`src/rtl/core/assert_macros.svh`:
```
// ----------------------------------------------------------------------------
// assert_macros.svh
// Assertion helpers shared by the RTL. Define ASSERT_OFF to compile them out.
// ----------------------------------------------------------------------------
`ifndef ASSERT_MACROS_SVH
`define ASSERT_MACROS_SVH

`ifndef ASSERT_OFF

// Antecedent true implies consequent in the same cycle
`define ASSERT_SAME(label, clk, rst_n, ante, cons) \
    label: assert property (@(posedge clk) disable iff (!rst_n) (ante) |-> (cons)) \
        else $error("assertion failed: same-cycle implication");

// Antecedent true implies consequent in the next cycle
`define ASSERT_NEXT(label, clk, rst_n, ante, cons) \
    label: assert property (@(posedge clk) disable iff (!rst_n) (ante) |=> (cons)) \
        else $error("assertion failed: next-cycle implication");

`else

`define ASSERT_SAME(label, clk, rst_n, ante, cons)
`define ASSERT_NEXT(label, clk, rst_n, ante, cons)

`endif

`endif

```
`src/rtl/core/mmu_pkg.sv`:
```
// ----------------------------------------------------------------------------
// mmu_pkg
// Shared types and constants for the matrix multiply unit.
// ----------------------------------------------------------------------------
package mmu_pkg;

    // Configuration register file
    localparam int CFG_W     = 4;
    localparam int CFG_IDX_W = 2;
    localparam logic [CFG_W-1:0] DIM_RESET = 4'd8;

    typedef enum logic [CFG_IDX_W-1:0] {
        REG_ROWS_A    = 2'd0,
        REG_INNER_DIM = 2'd1,
        REG_COLS_B    = 2'd2
    } cfg_reg_t;

    // Controller states
    typedef enum logic [1:0] {
        ST_LOAD  = 2'd0,
        ST_MAC   = 2'd1,
        ST_DRAIN = 2'd2
    } state_t;

    // Controller to datapath
    typedef struct packed {
        logic load;   // store one element this cycle
        logic issue;  // issue one multiply-accumulate step
    } ctrl_cmd_t;

    // Datapath to controller
    typedef struct packed {
        logic load_done;   // element being stored completes the load
        logic issue_last;  // step being issued is the final one of the run
        logic final_out;   // final product entry is on the outputs now
    } ctrl_sts_t;

endpackage

```
`src/rtl/core/matrix_multiply_unit.sv`:
```
// ----------------------------------------------------------------------------
// matrix_multiply_unit
// Streaming dense matrix multiply C = A * B, row major, signed Q8.8 in and
// exact Q19.16 out.
// ----------------------------------------------------------------------------
// Elements of A and then of B are taken one per cycle while busy is low and
// start is high. The item that completes B raises busy; a single
// multiply-accumulate unit then walks the product, one step per cycle, for
// rows_a * cols_b * inner_dim steps, through a pipeline of store read,
// multiply and accumulate into the output register. Each product entry is
// shown for exactly one cycle with result_valid and cannot be held off; the
// last one carries last_entry, and busy drops the cycle after it. Over a full
// 8x8x8 run (128 loads) the time is set by the one MAC unit, and no new
// element is taken until busy drops. cfg_ready is always high.
// ----------------------------------------------------------------------------
`include "assert_macros.svh"

module matrix_multiply_unit #(
    parameter int MAX_DIM    = 8,
    parameter int ELEM_WIDTH = 16
) (
    input  logic                                clk,
    input  logic                                rst_n,
    input  logic                                start,
    output logic                                busy,
    input  logic signed [ELEM_WIDTH-1:0]        element_value,
    input  logic                                cfg_valid,
    output logic                                cfg_ready,
    input  logic [mmu_pkg::CFG_IDX_W-1:0]       cfg_index,
    input  logic [mmu_pkg::CFG_W-1:0]           cfg_data,
    output logic                                result_valid,
    output logic signed [2*ELEM_WIDTH+$clog2(MAX_DIM)-1:0] product_value,
    output logic [((MAX_DIM > 1) ? $clog2(MAX_DIM) : 1)-1:0] row_index,
    output logic [((MAX_DIM > 1) ? $clog2(MAX_DIM) : 1)-1:0] col_index,
    output logic                                last_entry
);

    localparam int IDX_W  = (MAX_DIM > 1) ? $clog2(MAX_DIM) : 1;
    localparam int PROD_W = 2 * ELEM_WIDTH + $clog2(MAX_DIM);

    mmu_pkg::ctrl_cmd_t cmd;
    mmu_pkg::ctrl_sts_t sts;

    assign cfg_ready = 1'b1;

    // Sequencer
    mmu_ctrl u_ctrl (
        .clk   (clk),
        .rst_n (rst_n),
        .start (start),
        .sts   (sts),
        .cmd   (cmd),
        .busy  (busy)
    );

    // Stores and MAC pipeline
    mmu_datapath #(
        .MAX_DIM    (MAX_DIM),
        .ELEM_WIDTH (ELEM_WIDTH),
        .IDX_W      (IDX_W),
        .PROD_W     (PROD_W)
    ) u_datapath (
        .clk           (clk),
        .rst_n         (rst_n),
        .cmd           (cmd),
        .sts           (sts),
        .cfg_we        (cfg_valid && cfg_ready),
        .cfg_index     (cfg_index),
        .cfg_data      (cfg_data),
        .element_value (element_value),
        .product_value (product_value),
        .row_index     (row_index),
        .col_index     (col_index),
        .last_entry    (last_entry),
        .result_valid  (result_valid)
    );

    // Results only appear during a run
    `ASSERT_SAME(a_result_in_run, clk, rst_n, result_valid, busy)
    // The final entry ends the run
    `ASSERT_NEXT(a_last_ends_run, clk, rst_n, result_valid && last_entry, !busy)
    // A non-final entry leaves the run going
    `ASSERT_NEXT(a_mid_keeps_run, clk, rst_n, result_valid && !last_entry, busy)

endmodule

```
`src/rtl/core/mmu_ram.sv`:
```
// ----------------------------------------------------------------------------
// mmu_ram
// Generic single-write, single-read RAM with registered read data.
// ----------------------------------------------------------------------------
module mmu_ram #(
    parameter int WIDTH = 16,
    parameter int DEPTH = 64,
    parameter int AW    = (DEPTH > 1) ? $clog2(DEPTH) : 1
) (
    input  logic             clk,
    input  logic             we,
    input  logic [AW-1:0]    waddr,
    input  logic [WIDTH-1:0] wdata,
    input  logic [AW-1:0]    raddr,
    output logic [WIDTH-1:0] rdata
);

    logic [WIDTH-1:0] mem_reg [DEPTH];
    logic [WIDTH-1:0] rdata_reg;

    // Write port
    always_ff @(posedge clk)
    begin
        if (we)
        begin
            mem_reg[waddr] <= wdata;
        end
    end

    // Registered read port
    always_ff @(posedge clk)
    begin
        rdata_reg <= mem_reg[raddr];
    end

    assign rdata = rdata_reg;

endmodule

```
`src/rtl/core/mmu_ctrl.sv`:
```
// ----------------------------------------------------------------------------
// mmu_ctrl
// Sequencer: load phase, multiply-accumulate phase, pipeline drain.
// ----------------------------------------------------------------------------
module mmu_ctrl (
    input  logic               clk,
    input  logic               rst_n,
    input  logic               start,
    input  mmu_pkg::ctrl_sts_t sts,
    output mmu_pkg::ctrl_cmd_t cmd,
    output logic               busy
);

    mmu_pkg::state_t state_reg, state_next;

    // State register
    always_ff @(posedge clk or negedge rst_n)
    begin
        if (!rst_n)
        begin
            state_reg <= mmu_pkg::ST_LOAD;
        end
        else
        begin
            state_reg <= state_next;
        end
    end

    // Next state
    always_comb
    begin
        state_next = state_reg;
        unique case (state_reg)
            mmu_pkg::ST_LOAD:
            begin
                if (start && sts.load_done)
                begin
                    state_next = mmu_pkg::ST_MAC;
                end
            end
            mmu_pkg::ST_MAC:
            begin
                if (sts.issue_last)
                begin
                    state_next = mmu_pkg::ST_DRAIN;
                end
            end
            mmu_pkg::ST_DRAIN:
            begin
                if (sts.final_out)
                begin
                    state_next = mmu_pkg::ST_LOAD;
                end
            end
            default:
            begin
                state_next = mmu_pkg::ST_LOAD;
            end
        endcase
    end

    // Outputs
    always_comb
    begin
        cmd  = '0;
        busy = 1'b1;
        unique case (state_reg)
            mmu_pkg::ST_LOAD:
            begin
                busy     = 1'b0;
                cmd.load = start;
            end
            mmu_pkg::ST_MAC:
            begin
                cmd.issue = 1'b1;
            end
            mmu_pkg::ST_DRAIN:
            begin
                busy = 1'b1;
            end
            default:
            begin
                busy = 1'b1;
            end
        endcase
    end

endmodule

```
`src/rtl/core/mmu_datapath.sv`:
```
// ----------------------------------------------------------------------------
// mmu_datapath
// Size registers, element stores, step counters and the single MAC pipeline.
// ----------------------------------------------------------------------------
module mmu_datapath #(
    parameter int MAX_DIM    = 8,
    parameter int ELEM_WIDTH = 16,
    parameter int IDX_W      = (MAX_DIM > 1) ? $clog2(MAX_DIM) : 1,
    parameter int PROD_W     = 2 * ELEM_WIDTH + $clog2(MAX_DIM)
) (
    input  logic                           clk,
    input  logic                           rst_n,
    input  mmu_pkg::ctrl_cmd_t             cmd,
    output mmu_pkg::ctrl_sts_t             sts,
    input  logic                           cfg_we,
    input  logic [mmu_pkg::CFG_IDX_W-1:0]  cfg_index,
    input  logic [mmu_pkg::CFG_W-1:0]      cfg_data,
    input  logic signed [ELEM_WIDTH-1:0]   element_value,
    output logic signed [PROD_W-1:0]       product_value,
    output logic [IDX_W-1:0]               row_index,
    output logic [IDX_W-1:0]               col_index,
    output logic                           last_entry,
    output logic                           result_valid
);

    localparam int DEPTH = MAX_DIM * MAX_DIM;
    localparam int AW    = (DEPTH > 1) ? $clog2(DEPTH) : 1;
    localparam int DIM_W = $clog2(MAX_DIM + 1);
    localparam int SZ_W  = $clog2(DEPTH + 1);
    localparam int LC_W  = $clog2(2 * DEPTH + 1);
    localparam int MUL_W = 2 * ELEM_WIDTH;

    // Step tag carried alongside the data through the pipeline
    typedef struct packed {
        logic             first;
        logic             lastk;
        logic             final_step;
        logic [IDX_W-1:0] row;
        logic [IDX_W-1:0] col;
    } tag_t;

    logic [mmu_pkg::CFG_W-1:0] rows_reg, inner_reg, cols_reg;
    logic [DIM_W-1:0]          m_eff, k_eff, n_eff;
    logic [DIM_W-1:0]          m_run_reg, k_run_reg, n_run_reg;
    logic [SZ_W-1:0]           size_a, size_b;
    logic [LC_W-1:0]           total, pos_reg, pos_inc, b_pos;
    logic                      we_a, we_b;

    logic [IDX_W-1:0]          i_reg, j_reg, t_reg;
    logic [AW-1:0]             a_addr_reg, a_row_reg, b_addr_reg;
    logic                      t_end, j_end, i_end;
    tag_t                      tag0;

    logic [ELEM_WIDTH-1:0]     rd_a, rd_b;
    logic                      s1_valid_reg, s2_valid_reg;
    tag_t                      s1_tag_reg, s2_tag_reg;
    logic signed [MUL_W-1:0]   prod_reg;
    logic signed [PROD_W-1:0]  acc_reg, acc_next;

    logic signed [PROD_W-1:0]  out_value_reg;
    logic [IDX_W-1:0]          out_row_reg, out_col_reg;
    logic                      out_last_reg, out_valid_reg;

    // Clamp a size register into 1..MAX_DIM
    function automatic logic [DIM_W-1:0] eff_dim(input logic [mmu_pkg::CFG_W-1:0] v);
        logic [DIM_W-1:0] r;
        if (v == '0)
        begin
            r = DIM_W'(1);
        end
        else if (v > mmu_pkg::CFG_W'(MAX_DIM))
        begin
            r = DIM_W'(MAX_DIM);
        end
        else
        begin
            r = DIM_W'(v);
        end
        return r;
    endfunction

    // Configuration registers
    always_ff @(posedge clk or negedge rst_n)
    begin
        if (!rst_n)
        begin
            rows_reg  <= mmu_pkg::DIM_RESET;
            inner_reg <= mmu_pkg::DIM_RESET;
            cols_reg  <= mmu_pkg::DIM_RESET;
        end
        else if (cfg_we)
        begin
            if (cfg_index == mmu_pkg::REG_ROWS_A)    rows_reg  <= cfg_data;
            if (cfg_index == mmu_pkg::REG_INNER_DIM) inner_reg <= cfg_data;
            if (cfg_index == mmu_pkg::REG_COLS_B)    cols_reg  <= cfg_data;
        end
    end

    // Load addressing against the sizes in force now
    always_comb
    begin
        m_eff   = eff_dim(rows_reg);
        k_eff   = eff_dim(inner_reg);
        n_eff   = eff_dim(cols_reg);
        size_a  = SZ_W'(m_eff) * SZ_W'(k_eff);
        size_b  = SZ_W'(k_eff) * SZ_W'(n_eff);
        total   = LC_W'(size_a) + LC_W'(size_b);
        pos_inc = pos_reg + LC_W'(1);
        b_pos   = pos_reg - LC_W'(size_a);
        we_a    = cmd.load && (pos_reg < LC_W'(size_a));
        we_b    = cmd.load && !(pos_reg < LC_W'(size_a)) && (b_pos < LC_W'(DEPTH));
    end

    assign sts.load_done = (pos_inc >= total);

    // Load counter and latched run sizes
    always_ff @(posedge clk or negedge rst_n)
    begin
        if (!rst_n)
        begin
            pos_reg <= '0;
        end
        else if (cmd.load)
        begin
            pos_reg <= sts.load_done ? '0 : pos_inc;
        end
    end

    always_ff @(posedge clk)
    begin
        if (cmd.load && sts.load_done)
        begin
            m_run_reg <= m_eff;
            k_run_reg <= k_eff;
            n_run_reg <= n_eff;
        end
    end

    // Element stores
    mmu_ram #(.WIDTH(ELEM_WIDTH), .DEPTH(DEPTH), .AW(AW)) u_store_a (
        .clk   (clk),
        .we    (we_a),
        .waddr (AW'(pos_reg)),
        .wdata (element_value),
        .raddr (a_addr_reg),
        .rdata (rd_a)
    );

    mmu_ram #(.WIDTH(ELEM_WIDTH), .DEPTH(DEPTH), .AW(AW)) u_store_b (
        .clk   (clk),
        .we    (we_b),
        .waddr (AW'(b_pos)),
        .wdata (element_value),
        .raddr (b_addr_reg),
        .rdata (rd_b)
    );

    // Step position flags and issue tag
    always_comb
    begin
        t_end            = (DIM_W'(t_reg) == k_run_reg - DIM_W'(1));
        j_end            = (DIM_W'(j_reg) == n_run_reg - DIM_W'(1));
        i_end            = (DIM_W'(i_reg) == m_run_reg - DIM_W'(1));
        tag0.first       = (t_reg == '0);
        tag0.lastk       = t_end;
        tag0.final_step  = t_end && j_end && i_end;
        tag0.row         = i_reg;
        tag0.col         = j_reg;
    end

    assign sts.issue_last = cmd.issue && tag0.final_step;

    // Step counters: t innermost, then column, then row
    always_ff @(posedge clk or negedge rst_n)
    begin
        if (!rst_n)
        begin
            i_reg      <= '0;
            j_reg      <= '0;
            t_reg      <= '0;
            a_addr_reg <= '0;
            a_row_reg  <= '0;
            b_addr_reg <= '0;
        end
        else if (cmd.load && sts.load_done)
        begin
            i_reg      <= '0;
            j_reg      <= '0;
            t_reg      <= '0;
            a_addr_reg <= '0;
            a_row_reg  <= '0;
            b_addr_reg <= '0;
        end
        else if (cmd.issue)
        begin
            if (!t_end)
            begin
                t_reg      <= t_reg + IDX_W'(1);
                a_addr_reg <= a_addr_reg + AW'(1);
                b_addr_reg <= b_addr_reg + AW'(n_run_reg);
            end
            else if (!j_end)
            begin
                t_reg      <= '0;
                j_reg      <= j_reg + IDX_W'(1);
                a_addr_reg <= a_row_reg;
                b_addr_reg <= AW'(j_reg) + AW'(1);
            end
            else
            begin
                t_reg      <= '0;
                j_reg      <= '0;
                i_reg      <= i_reg + IDX_W'(1);
                a_row_reg  <= a_row_reg + AW'(k_run_reg);
                a_addr_reg <= a_row_reg + AW'(k_run_reg);
                b_addr_reg <= '0;
            end
        end
    end

    // Pipeline valid flags
    always_ff @(posedge clk or negedge rst_n)
    begin
        if (!rst_n)
        begin
            s1_valid_reg  <= 1'b0;
            s2_valid_reg  <= 1'b0;
            out_valid_reg <= 1'b0;
        end
        else
        begin
            s1_valid_reg  <= cmd.issue;
            s2_valid_reg  <= s1_valid_reg;
            out_valid_reg <= s2_valid_reg && s2_tag_reg.lastk;
        end
    end

    // Stage 1: read data arrives; stage 2: product
    always_ff @(posedge clk)
    begin
        s1_tag_reg <= tag0;
        s2_tag_reg <= s1_tag_reg;
        prod_reg   <= $signed(rd_a) * $signed(rd_b);
    end

    // Stage 3: accumulate, present the finished entry
    assign acc_next = (s2_tag_reg.first ? '0 : acc_reg) + PROD_W'(prod_reg);

    always_ff @(posedge clk)
    begin
        if (s2_valid_reg)
        begin
            acc_reg <= acc_next;
        end
        if (s2_valid_reg && s2_tag_reg.lastk)
        begin
            out_value_reg <= acc_next;
            out_row_reg   <= s2_tag_reg.row;
            out_col_reg   <= s2_tag_reg.col;
            out_last_reg  <= s2_tag_reg.final_step;
        end
    end

    assign sts.final_out = out_valid_reg && out_last_reg;
    assign product_value = out_value_reg;
    assign row_index     = out_row_reg;
    assign col_index     = out_col_reg;
    assign last_entry    = out_last_reg;
    assign result_valid  = out_valid_reg;

endmodule
```
`config.mk`:
```
export PLATFORM = sky130hd
export DESIGN_NAME = matrix_multiply_unit
export DESIGN_NICKNAME = d
export VERILOG_FILES = /design/src/rtl/core/mmu_pkg.sv /design/src/rtl/core/matrix_multiply_unit.sv /design/src/rtl/core/mmu_ram.sv /design/src/rtl/core/mmu_ctrl.sv /design/src/rtl/core/mmu_datapath.sv
export VERILOG_INCLUDE_DIRS = /design/src /design/src/rtl/core
export SDC_FILE = /design/constraint.sdc
export NUM_CORES = 2
export LEC_CHECK = 0
export BUFFER_PORTS_ARGS = -buffer_cell sky130_fd_sc_hd__buf_4
export CAP_MARGIN = 30
export CORE_UTILIZATION = 48
export DETAILED_ROUTE_END_ITERATION = 8
export SYNTH_ARGS = -nofsm -noshare
export SYNTH_HDL_FRONTEND = slang
export SYNTH_SLANG_ARGS = --single-unit
```
`constraint.sdc`:
```
create_clock -name clk -period 8.5 [get_ports clk]
set_input_delay 2.125 -clock clk [delete_from_list [all_inputs] [get_ports clk]]
set_output_delay 2.125 -clock clk [all_outputs]
set_load 0.01 [all_outputs]
```
== After elaboration in Yosys (flattened, before gate mapping) ==
Memory sizes are Yosys's and may differ from the RTL's. A register that Yosys moved wholly into a read port is not among the register bits.
Index checks and enable logic that the tools add are counted.
Storage, ports and cells
  bits in registers: 191
  RAM bits: 2048
  input bits: 26
  output and inout port bits: 45
  logic and storage cells: 135
  memories: 2
Memories
  u_datapath.u_store_a.mem_reg: depth 64, bits a word 16, read ports 1, clocked after Yosys merged registers in 1, write ports 1, line mmu_ram.sv:18  | logic [WIDTH-1:0] mem_reg [DEPTH];
  u_datapath.u_store_b.mem_reg: depth 64, bits a word 16, read ports 1, clocked after Yosys merged registers in 1, write ports 1, line mmu_ram.sv:18
Cells by class
  add/sub/neg operators: 14
  multipliers: 3
  $lt $le $gt $ge: 6
  equal/unequal tests: 10
  mux-type cells: 41
  reduce and logical (&&, ||, !) cells: 26
Operator list (count)
  6-bit 2-to-1 mux: 11
  35-bit adder: 1
  35-bit 2-to-1 mux: 1
  3-bit 2-to-1 mux: 11
  16-bit by 16-bit multiplier with 32-bit output: 1
  4-bit 2-to-1 mux: 6
  4-bit by 4-bit multiplier with 7-bit output: 2
  6-bit by 4-bit adder with 6-bit output: 2
  3-bit by 4-bit == test with 1-bit output: 3
  4-bit greater-than comparator, second input constant: 3
  4-bit zero test: 3
  4-bit by 1-bit subtractor with 4-bit output, second input constant: 3
  1-bit logical AND: 10
  3-bit by 1-bit adder with 3-bit output, second input constant: 3
  7-bit by 7-bit adder with 8-bit output: 1
  8-bit by 1-bit adder with 8-bit output, second input constant: 1
  8-bit greater-or-equal comparator: 1
  8-bit by 7-bit < comparator with 1-bit output: 1
  8-bit by 7-bit < comparator with 1-bit output, second input constant: 1
  8-bit 2-to-1 mux: 1
  2-bit AND reduction: 4
  8-bit by 7-bit subtractor with 8-bit output: 1
  1-bit 2-to-1 mux: 7
  6-bit by 1-bit adder with 6-bit output, second input constant: 1
  other kinds (12): 21

== Depth between registers and ports, before layout ==
  depth after elaboration: 10
  mapped depth: 23
  gate-level depth less buffers: 22

== By module ==
A second synthesis with hierarchy kept.
Second synthesis, totals
  cell total of the unflattened synthesis: 5686
  area total of the unflattened synthesis: 100181.1 µm²
Modules (own cells, without submodules)
  mmu_ram: times used 2, cells an instance 1829, area each 40042.2 µm², seq. area each 31069.8 µm²
  mmu_datapath: times used 1, cells an instance 2014, area each 19965.4 µm², seq. area each 4928.5 µm²
  mmu_ctrl: times used 1, cells an instance 12, area each 120.1 µm², seq. area each 50.0 µm²
  matrix_multiply_unit: times used 1, cells an instance 2, area each 11.3 µm², seq. area each 0.0 µm²

== Worst setup path after synthesis ==
OpenSTA, ideal clock, no wires.
  path type: register to register
  start point: register u_datapath.u_store_a.rdata_reg[15] (netlist: u_datapath.u_store_a.rdata[15]) (read register of u_datapath.u_store_a.mem_reg)
  end point: register u_datapath.prod_reg[31]
  library setup time: 0.072 ns
  data arrival time: 5.798 ns
  required time: 8.428 ns
  setup slack: 2.630 ns
  cell stages (with the launch flop): 23
  path buffers: 2
  clock period less this slack: 5.870 ns
  cells stage by stage: dfxtp_1 -> clkbuf_1 -> nand2_1 -> fa_1 -> inv_1 -> fa_1 -> inv_1 -> fa_1 -> inv_1 -> fa_1 -> inv_1 -> fa_1 -> inv_1 -> fa_1 -> ha_1 -> and3_1 -> clkbuf_1 -> a221oi_1 -> a21bo_1 -> a32oi_1 -> a211o_1 -> a21oi_1 -> xnor2_1
On the way
  longest elaborated chain between the ends: 1
Ends and longest elaborated chain
  from (decl): line mmu_ram.sv:19  | logic [WIDTH-1:0] rdata_reg;
  16-bit by 16-bit multiplier with 32-bit output: line mmu_datapath.sv:243  | prod_reg <= $signed(rd_a) * $signed(rd_b);
  to (signal assigned): line mmu_datapath.sv:243
  to (decl): line mmu_datapath.sv:57  | logic signed [MUL_W-1:0] prod_reg;
No other way between the ends.
A chain may end at the register's enable or synchronous reset.

== Final worst setup path ==
  start point: register u_datapath.u_store_b.rdata_reg[2] (netlist: u_datapath.u_store_b.rdata[2]) (read register of u_datapath.u_store_b.mem_reg)
  end point: register u_datapath.prod_reg[29]
On the way
  longest elaborated chain between the ends: 1
Ends and longest elaborated chain (line)
  from (decl): mmu_ram.sv:19
  16-bit by 16-bit multiplier with 32-bit output: mmu_datapath.sv:243
No other way between the ends.

==> results.py <==
metrics = {
    "route": {
        "drtIter0Drc": 4879,
        "dr.pass1.iters": 5,
        "routed_wl_mm": 234.1,
        "vias": 48536,
        "routedWlPerCell_um": 28.24,
        "drc_errors": 0,
        "route.antenna.remaining_nets": 0,
        "via_per_inst": 5.853,
    },
    "global_route": {
        "grt_pass1_wl_mm": 346.2,
        "grt_overflow": 0,
        "grt_pass1_vias": 50486,
        "grtUsageTotal_pct": 22.92,
        "antenna_found_initial": 11,
        "grt_max_degree": 124,
    },
    "timing": {
        "finalCriticalPeriod_ps": 6526,
        "clock.fmax_mhz": 153.2,
        "final-hold-violation-count": 0,
        "rsz0062_at_grt": "false",
        "slew_violations": 0,
        "worst_slew_pin_slew_ps": 1001,
        "fin_crit_sh_pct": 76.77,
        "tns_ps": 0,
        "finalSetupViolCount": 0,
        "skew_ps": 93.71,
        "worst_slack_ps": 1974,
        "max_slew_margin_pct": 33.26,
        "timing.hold.ws_ps": 324.8,
    },
    "yosys": {
        "synth.most_common_cell": "edfxtp_1",
        "yosys.cell_types.count": 70,
        "synth_edf_count": 2137,
        "synth-main-ff-cell": "edfxtp_1",
        "synth.area.top_cells": "edfxtp_1 (65%), mux4_2 (15%), fa_1 (5.6%)",
        "seq_area_frac_synth_pct": 67.82,
        "synth_top_cell_by_area": "edfxtp_1",
        "syn_avg_cell_area_um2": 19.31,
        "syn-num-nets": 5602,
        "yosysWarnings": 0,
        "synth_top_area_share_pct": 64.84,
        "synth_commonest_cells": "edfxtp_1 (2137), mux4_2 (672), inv_1 (353)",
        "netlist_instances": 5126,
        "netlist_area_um2": 98960,
        "ys_ff_latch": 2271,
        "synthArstFlopShare_pct": 2.290,
    },
    "placement": {
        "io_buffers": 69,
        "dp_slack_ps": 2009,
        "gp_congestion": 0.8183,
        "hpwl_mm": 144.5,
    },
    "clock_network": {
        "clk_pin_slew_worst_paths_ps": 60,
        "cts_root_buffer": "clkbuf_16",
        "cts_hold_buf": 0,
        "cts_resized": 0,
        "htree_levels": 4,
        "postCtsSetupRepairBufs": 0,
        "cts_tree": "built",
        "cts_buffers": 227,
        "cts_sinks": 2271,
        "cts_buffer_depth": 3,
        "worstSkewPairLatency_ps": 920,
    },
    "worst_setup_path": {
        "cp_max_fo": 16,
        "end_kind": "register",
        "cp.arrival_ps": 7240,
        "crit_required_ps": 9220,
        "cp-start-kind": "register",
        "crit_type": "reg -> reg",
    },
    "power": {
        "powerDensity_nw_per_um2": 204.0,
        "p_leak_nw": 37.52,
        "peakVddDrop_uv": 220.1,
    },
    "final_layout": {
        "syn_to_final_growth_pct": 12.14,
        "fillers": 15866,
        "fin_nets": 5891,
        "drive_gt1_share_pct": 23.04,
    },
    "floorplanning": {
        "die_w_um": 456.1,
        "fp.dieArea_um2": 208000,
        "ioPinCount": 71,
        "start_util_pct": 48.32,
        "fp-row-count": 166,
        "die_h_um": 456.1,
        "core_um2": 204800,
    },
    "hold_path": {
        "hp-class": "reg -> reg",
    },
    "status": {
        "status": "finished clean",
    },
    "run": {
        "maxCapViolations": 0,
    },
}
==> power breakdown <==
part | internal [mW] | switching (mW)
Combinational | 0.205 | 0.487
Sequential | 12.2 | 0.0127
Clock | 5.45 | 4.25
Total | 17.9 | 4.75
==> path summary, 6_finish.rpt <==
check                                              start                        to  slack [ps]  depth (start not counted)
hold / removal                  u_datapath.s1_tag_reg[5]  u_datapath.s2_tag_reg[5]         320                          0
min in group asynchronous                          rst_n       u_datapath.i_reg[1]        1320                          1
setup reg to reg           u_datapath.u_store_b.rdata[2]   u_datapath.prod_reg[29]        1970                         20
hold reg to reg                 u_datapath.s1_tag_reg[5]  u_datapath.s2_tag_reg[5]         320                          0
setup / recovery           u_datapath.u_store_b.rdata[2]   u_datapath.prod_reg[29]        1970                         20
max in group asynchronous                          rst_n  u_datapath.b_addr_reg[3]        6540                          1
==> routing by layer <==
layer  up-vias  GRT usage (%)  routed length [um]  part of all wire [%]
met1     26046          31.85               97500                    42
met3       341          3.477               13890                   5.9
met2      1545          37.91              116500                    50
li1      20600              -                   -                     -
met4         4          6.346                6266                   2.7
met5         -              0                  34                 0.015
==> per-stage QoR <==
stage                     instances  power (mW)  util [%]  instance area [um^2]
after detailed placement       7865       13.17     50.56                103500
final                          8292       22.64     54.19                111000
after global routing           8289       23.31     54.19                111000
after floorplan                5126       12.85         -                 98960
after global placement         7854       13.15     50.47                103400
after CTS                      8279       22.82     54.08                110800
==> final cells by class <==
type	instances	area, um^2	area share [%]
clock inverter	119	1229	1.107
sequential	2271	67150	60.51
antenna	4	10.01	0.009020
multi-input combinational	2281	29500	26.58
timing repair buffer	280	2426	2.186
inverter	354	1329	1.197
tap	2688	3363	3.031
clock buffer	295	5976	5.385
==> worst max-delay path, stage by stage (launching register included) <==
cell      delay [ps]
dfxtp_1          720
nand2_1          260
fa_1             560
inv_1             60
fa_1             530
inv_1             50
fa_1             530
inv_1             70
fa_1             540
inv_1             50
fa_1             470
inv_1             50
fa_1             430
ha_1             320
and3_1           240
a221oi_1         440
a21bo_1          200
a32oi_1          240
a41oi_1          370
o21ai_1          110
xnor2_1          140
==> cell usage in the layout, fill, tap and decap left out, types with 8 or more instances in the layout <==
master	count
o21bai_1	12
nand3_1	38
clkinv_1	52
clkbuf_16	227
edfxtp_1	2137
buf_16	9
a21o_1	34
mux2_2	14
dfrtp_1	41
buf_4	258
clkinv_2	27
o211ai_1	13
fa_1	275
dfrtp_4	8
clkbuf_1	64
nand4_1	10
nor2b_1	47
and3_1	13
ha_1	175
nor3_1	27
xnor2_1	77
nand2b_1	29
o21a_1	8
dfxtp_1	82
a211oi_1	15
or3_1	14
inv_1	353
a21oi_1	86
o21ai_0	36
nand2_1	184
nor2_1	214
buf_12	10
o21ai_1	14
mux4_2	672
a31oi_1	10
xor2_1	32
and2_1	136
bufinv_16	16
==> kinds of logic after synthesis <==
| logic type | synth area share (%) |
|---|---|
| adders and majority gates | 7.776 |
| DFF | 67.82 |
| muxes | 15.50 |
| AOI/OAI and AO/OA | 1.838 |
| and+or+nand+nor | 3.673 |
| xor gates and xnor gates | 0.9874 |
| buffers and inverters | 2.397 |
| other | 0.003789 |
No activity file was read; power rests on OpenSTA's default activity.
